File: src/rtl/lbs_pkg.sv
// Shared types and constants of the load balance selector.
`default_nettype none

package lbs_pkg;

  localparam int MAX_POOL_DEF    = 16;
  localparam int METRIC_BITS_DEF = 32;

  // Fixed widths of the ports
  localparam int IN_METRIC_W = 32;
  localparam int SERVER_W    = 4;
  localparam int POOL_W      = 5;
  localparam int CFG_W       = 5;

  typedef enum logic [1:0] {
    REQ_UPDATE   = 2'd0,
    REQ_SELECT   = 2'd1,
    REQ_RR_CLEAR = 2'd2,
    REQ_NONE     = 2'd3
  } req_t;

  typedef enum logic [1:0] {
    STRAT_RANDOM     = 2'd0,
    STRAT_ROUND      = 2'd1,
    STRAT_LEAST_CONN = 2'd2,
    STRAT_LEAST_LAT  = 2'd3
  } strat_t;

  typedef enum logic {
    CFG_STRATEGY = 1'b0,
    CFG_POOL_LEN = 1'b1
  } cfg_reg_t;

  typedef enum logic [3:0] {
    S_IDLE = 4'b0001,
    S_MOD  = 4'b0010,
    S_RR   = 4'b0100,
    S_SCAN = 4'b1000
  } state_t;

  // Broadcast control from the sequencer to every cell of the row
  typedef struct packed {
    logic                wr_en;
    logic [SERVER_W-1:0] wr_idx;
    logic                lat_mode;
    logic [POOL_W-1:0]   live;
  } lbs_cell_ctl_t;

endpackage

`default_nettype wire

File: src/rtl/lbs_cell.sv
// One server cell: holds its metrics and passes the running minimum on.
`default_nettype none

module lbs_cell
  import lbs_pkg::*;
#(
  parameter int IDX = 0,
  parameter int MW  = 32,
  parameter int IW  = 4
) (
  input  logic          clk,
  input  logic          rst,
  input  lbs_cell_ctl_t ctl,
  input  logic [MW-1:0] wr_pending,
  input  logic [MW-1:0] wr_latency,
  input  logic          wr_completed,
  input  logic          found_in,
  input  logic [MW-1:0] best_in,
  input  logic [IW-1:0] idx_in,
  output logic          found_out,
  output logic [MW-1:0] best_out,
  output logic [IW-1:0] idx_out
);

  logic [MW-1:0] pending;
  logic [MW-1:0] latency;
  logic          completed;
  logic          hit;
  logic          member;
  logic          skip;
  logic [MW-1:0] metric;
  logic          take;

  assign hit    = ctl.wr_en && ({4'b0, ctl.wr_idx} == 8'(IDX));
  assign member = {4'b0, ctl.live} > 9'(IDX);
  assign skip   = ctl.lat_mode && (latency == '0) && !completed;
  assign metric = ctl.lat_mode ? latency : pending;
  assign take   = member && !skip && (!found_in || (metric < best_in));

  always_ff @(posedge clk) begin
    if (rst) begin
      pending   <= '0;
      latency   <= '0;
      completed <= 1'b0;
    end else if (hit) begin
      pending   <= wr_pending;
      latency   <= wr_latency;
      completed <= wr_completed;
    end
  end

  // Advance the running minimum by one cell per cycle
  always_ff @(posedge clk) begin
    found_out <= found_in || take;
    best_out  <= take ? metric : best_in;
    idx_out   <= take ? IW'(IDX) : idx_in;
  end

endmodule

`default_nettype wire

File: src/rtl/lbs_mod.sv
// Serial remainder unit: one dividend bit per cycle.
`default_nettype none

module lbs_mod
  import lbs_pkg::*;
(
  input  logic                   clk,
  input  logic                   rst,
  input  logic                   go,
  input  logic [IN_METRIC_W-1:0] dividend,
  input  logic [POOL_W-1:0]      divisor,
  output logic                   done,
  output logic [POOL_W-1:0]      rem
);

  localparam int CNT_W = $clog2(IN_METRIC_W);

  logic                   run;
  logic [CNT_W-1:0]       cnt;
  logic [IN_METRIC_W-1:0] dvd;
  logic [POOL_W:0]        shifted;
  logic [POOL_W:0]        rem_next;

  assign shifted  = {rem, dvd[IN_METRIC_W-1]};
  assign rem_next = (shifted >= {1'b0, divisor}) ? shifted - {1'b0, divisor} : shifted;

  always_ff @(posedge clk) begin
    if (rst) begin
      run  <= 1'b0;
      done <= 1'b0;
    end else begin
      done <= 1'b0;
      if (go) begin
        run <= 1'b1;
        cnt <= CNT_W'(IN_METRIC_W - 1);
        dvd <= dividend;
        rem <= '0;
      end else if (run) begin
        rem <= POOL_W'(rem_next);
        dvd <= dvd << 1;
        if (cnt == '0) begin
          run  <= 1'b0;
          done <= 1'b1;
        end else begin
          cnt <= cnt - 1'b1;
        end
      end
    end
  end

endmodule

`default_nettype wire

File: src/rtl/load_balance_selector.sv
// Load balance selector: sequencer, configuration and a row of server cells.
//
// Use: configuration is written through cfg_we/cfg_idx/cfg_data (index 0
// strategy, index 1 pool size) while the block is idle. An item is taken at
// a rising edge with start high and busy low. Update items write one
// server's metrics at that edge; update, round-robin clear and unused items
// give no result and leave busy low, so another item may follow at once.
// A select item gives one result: chosen_index with done high for exactly
// one cycle; the receiver cannot stall and must take it then.
// Result of a select, by strategy:
//   empty pool: result in the next cycle, busy stays low;
//   round robin: result in the next cycle, then busy while the serial
//     remainder unit works out the advanced index;
//   random: result once the remainder unit has made its 32 remainder steps;
//   least connections / latency: result once the running minimum has
//     crossed the row of MAX_POOL cells.
// Reset (rst, synchronous) clears configuration, the round-robin index and
// every cell's metrics; the block is idle afterwards.
`default_nettype none

module load_balance_selector
  import lbs_pkg::*;
#(
  parameter int MAX_POOL    = MAX_POOL_DEF,
  parameter int METRIC_BITS = METRIC_BITS_DEF
) (
  input  logic                   clk,
  input  logic                   rst,
  input  logic                   cfg_we,
  input  logic                   cfg_idx,
  input  logic [CFG_W-1:0]       cfg_data,
  input  logic                   start,
  output logic                   busy,
  input  logic [1:0]             req_type,
  input  logic [SERVER_W-1:0]    server_index,
  input  logic [IN_METRIC_W-1:0] in_flight,
  input  logic [IN_METRIC_W-1:0] mean_latency,
  input  logic                   has_completed,
  input  logic [IN_METRIC_W-1:0] rnd_word,
  output logic                   done,
  output logic [SERVER_W-1:0]    chosen_index
);

  localparam int MW     = (METRIC_BITS < IN_METRIC_W) ? METRIC_BITS : IN_METRIC_W;
  localparam int IW     = (MAX_POOL > 1) ? $clog2(MAX_POOL) : 1;
  localparam int SCAN_W = $clog2(MAX_POOL + 1);

  state_t              state;
  strat_t              strategy;
  logic [POOL_W-1:0]   pool_len;
  logic [POOL_W-1:0]   live;
  logic [SERVER_W-1:0] rr_index;
  logic [SCAN_W-1:0]   scan_cnt;
  logic                accept;
  logic                sel;
  logic                mod_go;
  logic                mod_done;
  logic [POOL_W-1:0]   mod_rem;
  logic [IN_METRIC_W-1:0] mod_dividend;
  logic [MW-1:0]       pend_sat;
  logic [MW-1:0]       lat_sat;
  lbs_cell_ctl_t       ctl;

  logic          found_link [MAX_POOL+1];
  logic [MW-1:0] best_link  [MAX_POOL+1];
  logic [IW-1:0] idx_link   [MAX_POOL+1];

  assign busy   = (state != S_IDLE);
  assign accept = start && !busy;
  assign sel    = accept && (req_t'(req_type) == REQ_SELECT);
  assign live   = ({4'b0, pool_len} > 9'(MAX_POOL)) ? POOL_W'(MAX_POOL) : pool_len;

  assign mod_go = sel && (live != '0) &&
                  ((strategy == STRAT_RANDOM) || (strategy == STRAT_ROUND));
  assign mod_dividend = (strategy == STRAT_ROUND) ?
                        IN_METRIC_W'({1'b0, rr_index} + 5'd1) : rnd_word;

  // Saturate to the stored metric width
  assign pend_sat = ((in_flight >> MW) != '0)    ? '1 : MW'(in_flight);
  assign lat_sat  = ((mean_latency >> MW) != '0) ? '1 : MW'(mean_latency);

  assign ctl.wr_en    = accept && (req_t'(req_type) == REQ_UPDATE);
  assign ctl.wr_idx   = server_index;
  assign ctl.lat_mode = (strategy == STRAT_LEAST_LAT);
  assign ctl.live     = live;

  always_ff @(posedge clk) begin
    if (rst) begin
      strategy <= STRAT_RANDOM;
      pool_len <= '0;
    end else if (cfg_we) begin
      unique case (cfg_reg_t'(cfg_idx))
        CFG_STRATEGY: strategy <= strat_t'(cfg_data[1:0]);
        CFG_POOL_LEN: pool_len <= cfg_data;
        default:      ;
      endcase
    end
  end

  always_ff @(posedge clk) begin
    if (rst) begin
      state    <= S_IDLE;
      rr_index <= '0;
      done     <= 1'b0;
      scan_cnt <= '0;
    end else begin
      done <= 1'b0;
      unique case (state)
        S_IDLE: begin
          if (accept && (req_t'(req_type) == REQ_RR_CLEAR)) begin
            rr_index <= '0;
          end
          if (sel) begin
            if (live == '0) begin
              done         <= 1'b1;
              chosen_index <= '0;
            end else begin
              unique case (strategy)
                STRAT_RANDOM: state <= S_MOD;
                STRAT_ROUND: begin
                  done         <= 1'b1;
                  chosen_index <= rr_index;
                  state        <= S_RR;
                end
                STRAT_LEAST_CONN, STRAT_LEAST_LAT: begin
                  scan_cnt <= '0;
                  state    <= S_SCAN;
                end
                default: state <= S_IDLE;
              endcase
            end
          end
        end
        S_MOD: begin
          if (mod_done) begin
            done         <= 1'b1;
            chosen_index <= SERVER_W'(mod_rem);
            state        <= S_IDLE;
          end
        end
        S_RR: begin
          if (mod_done) begin
            rr_index <= SERVER_W'(mod_rem);
            state    <= S_IDLE;
          end
        end
        S_SCAN: begin
          // Read the tail once the head value has crossed the whole row
          if (scan_cnt == SCAN_W'(MAX_POOL)) begin
            done         <= 1'b1;
            chosen_index <= found_link[MAX_POOL] ? SERVER_W'(idx_link[MAX_POOL]) : '0;
            state        <= S_IDLE;
          end else begin
            scan_cnt <= scan_cnt + 1'b1;
          end
        end
        default: state <= S_IDLE;
      endcase
    end
  end

  lbs_mod u_mod (
    .clk      (clk),
    .rst      (rst),
    .go       (mod_go),
    .dividend (mod_dividend),
    .divisor  (live),
    .done     (mod_done),
    .rem      (mod_rem)
  );

  assign found_link[0] = 1'b0;
  assign best_link[0]  = '0;
  assign idx_link[0]   = '0;

  for (genvar i = 0; i < MAX_POOL; i++) begin : g_cell
    lbs_cell #(
      .IDX (i),
      .MW  (MW),
      .IW  (IW)
    ) u_cell (
      .clk          (clk),
      .rst          (rst),
      .ctl          (ctl),
      .wr_pending   (pend_sat),
      .wr_latency   (lat_sat),
      .wr_completed (has_completed),
      .found_in     (found_link[i]),
      .best_in      (best_link[i]),
      .idx_in       (idx_link[i]),
      .found_out    (found_link[i+1]),
      .best_out     (best_link[i+1]),
      .idx_out      (idx_link[i+1])
    );
  end

endmodule

`default_nettype wire

File: config.mk
export PLATFORM = sky130hd
export DESIGN_NAME = load_balance_selector
export DESIGN_NICKNAME = d
export VERILOG_FILES = /design/src/rtl/lbs_pkg.sv /design/src/rtl/lbs_cell.sv /design/src/rtl/lbs_mod.sv /design/src/rtl/load_balance_selector.sv
export SDC_FILE = /design/constraint.sdc
export NUM_CORES = 2
export LEC_CHECK = 0
export BUFFER_PORTS_ARGS = -buffer_cell sky130_fd_sc_hd__buf_2
export CAP_MARGIN = 25
export CORE_MARGIN = 3
export CORE_UTILIZATION = 53
export DETAILED_ROUTE_END_ITERATION = 6
export GPL_TIMING_DRIVEN = 0
export HOLD_SLACK_MARGIN = 0.1
export PLACE_DENSITY = 0.68
export SLEW_MARGIN = 20
export SYNTH_ARGS = -nofsm -noshare
export SYNTH_HDL_FRONTEND = slang
export SYNTH_SLANG_ARGS = --single-unit
File: constraint.sdc
create_clock -name clk -period 4.2 [get_ports clk]
set_clock_uncertainty 0.1 [all_clocks]
set_input_delay 0.21 -clock clk [delete_from_list [all_inputs] [get_ports clk]]
set_output_delay 0.21 -clock clk [all_outputs]
set_load 0.05 [all_outputs]
==> results.md <==
- Status: complete, but fails checks
- Failing checks: negative setup slack
- CTS H-Tree Depth: 4
- Final nets: 10713
- Critical Path Start: strategy[1]
- Worst R2R Path Depth: 14
- Tcrit/Tclk final: 101%
- Worst slew pin tran: 1260 ps
- CTS sink count: 1654
- Overall Power: 35.3 mW
- Final Hold Fails: 0
- PD cells: 402 nW/µm²
- Int Pwr: 26.3 mW
- Fraction of layout cells with a size suffix above 1: 10.8%
- Sequential area share after synthesis: 44.4%
- Flop pwr share: 45.9%
- Total track usage: 43.6%
- Die width: 384 µm
- Syn Area/Cell: 7.82 µm²
- Crit path time final: 4220 ps
- Worst-Skew Late Latency: 840 ps
- Antenna Nets Post-Route: 0
- PortBufs: 52
- Hold Path Sink: strategy[0]
- CTS root buf: clkbuf_16
- Syn Inst Count: 9672
- Drt pass-1 iters: 7
- R2R setup slack: -20 ps
- Clock Pin Slew Worst Setup and Hold Paths: 60 ps
- Gr ovfl total: 0
- IO Pins: 119
- Yosys reg bits: 1654
- Worst vdd ir: 348 µV
- Die area: 147000 µm²
- Vias: 71702
- Fin Hold WS: 185 ps
- Largest net degree at the start of global routing: 20
- Most used DFF post-synth: dfxtp_1
- Comb pwr share: 8.2%
- Fillers: 12636
- Synth warnings: 0
- Max cap viols: 0
- Vias/cell: 5.89
- Row cnt: 138
- CTS Buf Count: 176
- Initial core utilization: 53.4%
- Req. time, crit path: 4840 ps
- Cell count after placement: 11671
- Crit Reg-Reg Startpoint: strategy[1]
- Hold path start: cfg_data[0]
- RSZ-0062 raised after global routing: true
- Final HPWL DP: 253000 µm
- Worst setup path class: flop to flop
- 1st-iter DRT viols: 8267
- Core Area: 142000 µm²
- Multi-input logic area: 37700 µm²
- Hold WC Path Type: input port to flop
- Cell area after synthesis: 75700 µm²
- Sequential cell area: 33600 µm²
- Final Max Tran Viols: 0
- Syn_nets: 10261
- Antenna violations before repair: 39
- Post-Layout Cell Count: 12181
- Critical path arrival: 4870 ps
- Area grow syn2layout: 16.2%
- First-pass GRT wire length: 460000 µm
- CP max FO: 10
- Yosys cell types: 75
- Switch share: 25.4%
- Die Span Y: 384 µm
- P_sw: 8.97 mW
- Reg2reg end: g_cell[15].u_cell.idx_out[1]
- Post-synth EDFFs: 46
- Crit end category: flop
- TritonCTS clock tree: done
- Aggregate routed wire length: 331000 µm
- Drt drc: 0
- Clock share of power: 45.9%
- Fraction of registers with async set/reset: 0%
- Final setup margin: -23.5 ps
- Endpoints failing setup: 2
- Maximum clock insertion buffer count: 3
- Vias in the first global route: 66760
- Leak: 35.5 nW
- Achievable Freq: 237 MHz
- Slew headroom: 15.9%
- Hold depth: 4
- Routed WL per cell: 27.2 µm
- Startpoint types: flop
- GP Congestion: 1.05
-- critical path: stages (launching register included) --
cell and delay [ps]:
dfxtp_4 400, nand2_8 180, buf_12 240, clkbuf_4 300, clkbuf_2 540, clkbuf_1 360, nand2_1 140, nand2_1 120
ha_1 250, a211o_1 260, a21oi_1 180, o211ai_1 110, o31ai_1 340, a21oi_1 320, o21bai_1 240
-- placed cells by master, fill, tap and decap left out, drive strengths merged, types with 22 or more instances in the layout --
cell type	count
mux2i	22
nand2b	51
a21oi	1265
nand4	72
nand3	89
inv	518
a21o	32
nor4	120
a211oi	24
edfxtp	46
clkinv	35
o21ai	125
nand2	3719
nor2	95
or2	33
nor2b	26
ha	475
mux2	436
dlygate4sd3	128
diode	23
clkbuf	752
buf	309
dfxtp	1608
nor3	47
-- sequential cells by signal, summed over array words and instances (netlist names) --
signal                   count
u_mod.done                   1
chosen_index                 4
g_cell.u_cell.found_out     16
g_cell.u_cell.latency      512
g_cell.u_cell.pending      512
u_mod.cnt                    5
g_cell.u_cell.best_out     480
u_mod.rem                    5
rr_index                     4
state                        4
scan_cnt                     5
g_cell.u_cell.idx_out       49
u_mod.dvd                   32
u_mod.run                    1
done                         1
g_cell.u_cell.completed     16
pool_len                     5
strategy                     2
-- cells by family after synthesis --
group                    Yosys count  share of synthesized area, %
AO/OA/AOI/OAI                   1609                          11.8
adder cells (fa/ha/maj)          476                          7.88
multiplexers                     458                          6.78
XOR/XNOR                          13                         0.150
AND/OR/NAND/NOR                 4300                          22.8
flip-flops                      1654                          44.4
buffers and inverters           1162                          6.17
-- layer usage --
metal / global-route usage (%) / wire (µm) / vias to the layer above
met5: 0 / 88 / -
met4: 36.8 / 33100 / 10
met3: 9.66 / 34200 / 1148
met2: 65.2 / 139000 / 4048
met1: 53.5 / 124000 / 33847
li1: - / - / 32649
-- repair_timing --
action | CTS | global route
endpoints found under the setup margin | 529 | 395
gates cloned | 0 | 1
pin swaps | 14 | 11
endpoints found under the hold margin | 460 | 0
gates resized for setup | 178 | 101
hold buffers | 128 | 0
buffers inserted | 27 | 7
-- power by group through the flow --
| stage | Clock, mW | Combinational, mW | Sequential (mW) |
|---|---|---|---|
| 5_1_grt | 16.8 | 2.93 | 16.2 |
| 6_report | 16.2 | 2.89 | 16.2 |
| 4_1_cts | 16.2 | 2.73 | 16.2 |
| 2_1_floorplan | 0 | 1.32 | 16.5 |
| 3_3_place_gp | 0 | 2.39 | 16.5 |
| 3_5_place_dp | 0 | 2.56 | 16.5 |
-- synthesized netlist by cell type (32+ instances only) --
library cell	number	share of area [%]
dfxtp_1	1608	43
a21oi_1	1265	8.4
mux2_2	253	3.8
nand2b_1	51	0.42
ha_1	475	7.9
nand2_1	3718	18
nor4_1	119	0.98
buf_2	105	0.69
nand3_1	89	0.59
nor3_1	47	0.31
inv_1	507	2.5
mux2_1	183	2.7
edfxtp_1	46	1.8
or2_2	33	0.27
nand4_1	72	0.60
nor2_1	95	0.47
clkbuf_1	509	2.5
o21ai_0	120	0.79
a21o_1	32	0.32
-- stage by stage --
stage	setup TNS, ps	area (µm²)	setup slack (ps)	utilization [%]
5_1_grt	-212	87800	-46.7	62.0
3_3_place_gp	-1446850	78300	-4250	55.3
6_report	-42.3	87900	-23.5	62.1
3_5_place_dp	-1340220	79600	-3830	56.2
2_1_floorplan	0	75700	159	-
4_1_cts	-417	87500	-58.4	61.8
-- worst max path at each step --
stage	end	slack, ps	cells after the start
finish	g_cell[15].u_cell.idx_out[1]	-20	14
global route	g_cell[4].u_cell.best_out[13]	-50	15
CTS	g_cell[9].u_cell.best_out[26]	-60	15
detailed placement	g_cell[11].u_cell.best_out[27]	-3830	15
global placement	g_cell[11].u_cell.best_out[27]	-4250	15
floorplan	g_cell[14].u_cell.best_out[28]	160	16
-- area by class of cell --
| class | instances | area share (%) |
|---|---|---|
| multi-input cells | 6856 | 42.9 |
| flip-flops and latches | 1654 | 38.2 |
| clock buffers | 261 | 5.97 |
| plain buffers | 653 | 3.71 |
| repair buffers | 275 | 3.50 |
| well taps | 1890 | 2.69 |
| inverters | 508 | 2.17 |
| clock inverters | 61 | 0.792 |
| diodes | 23 | 0.0655 |
Note: power is estimated with default switching activity, not from simulation.
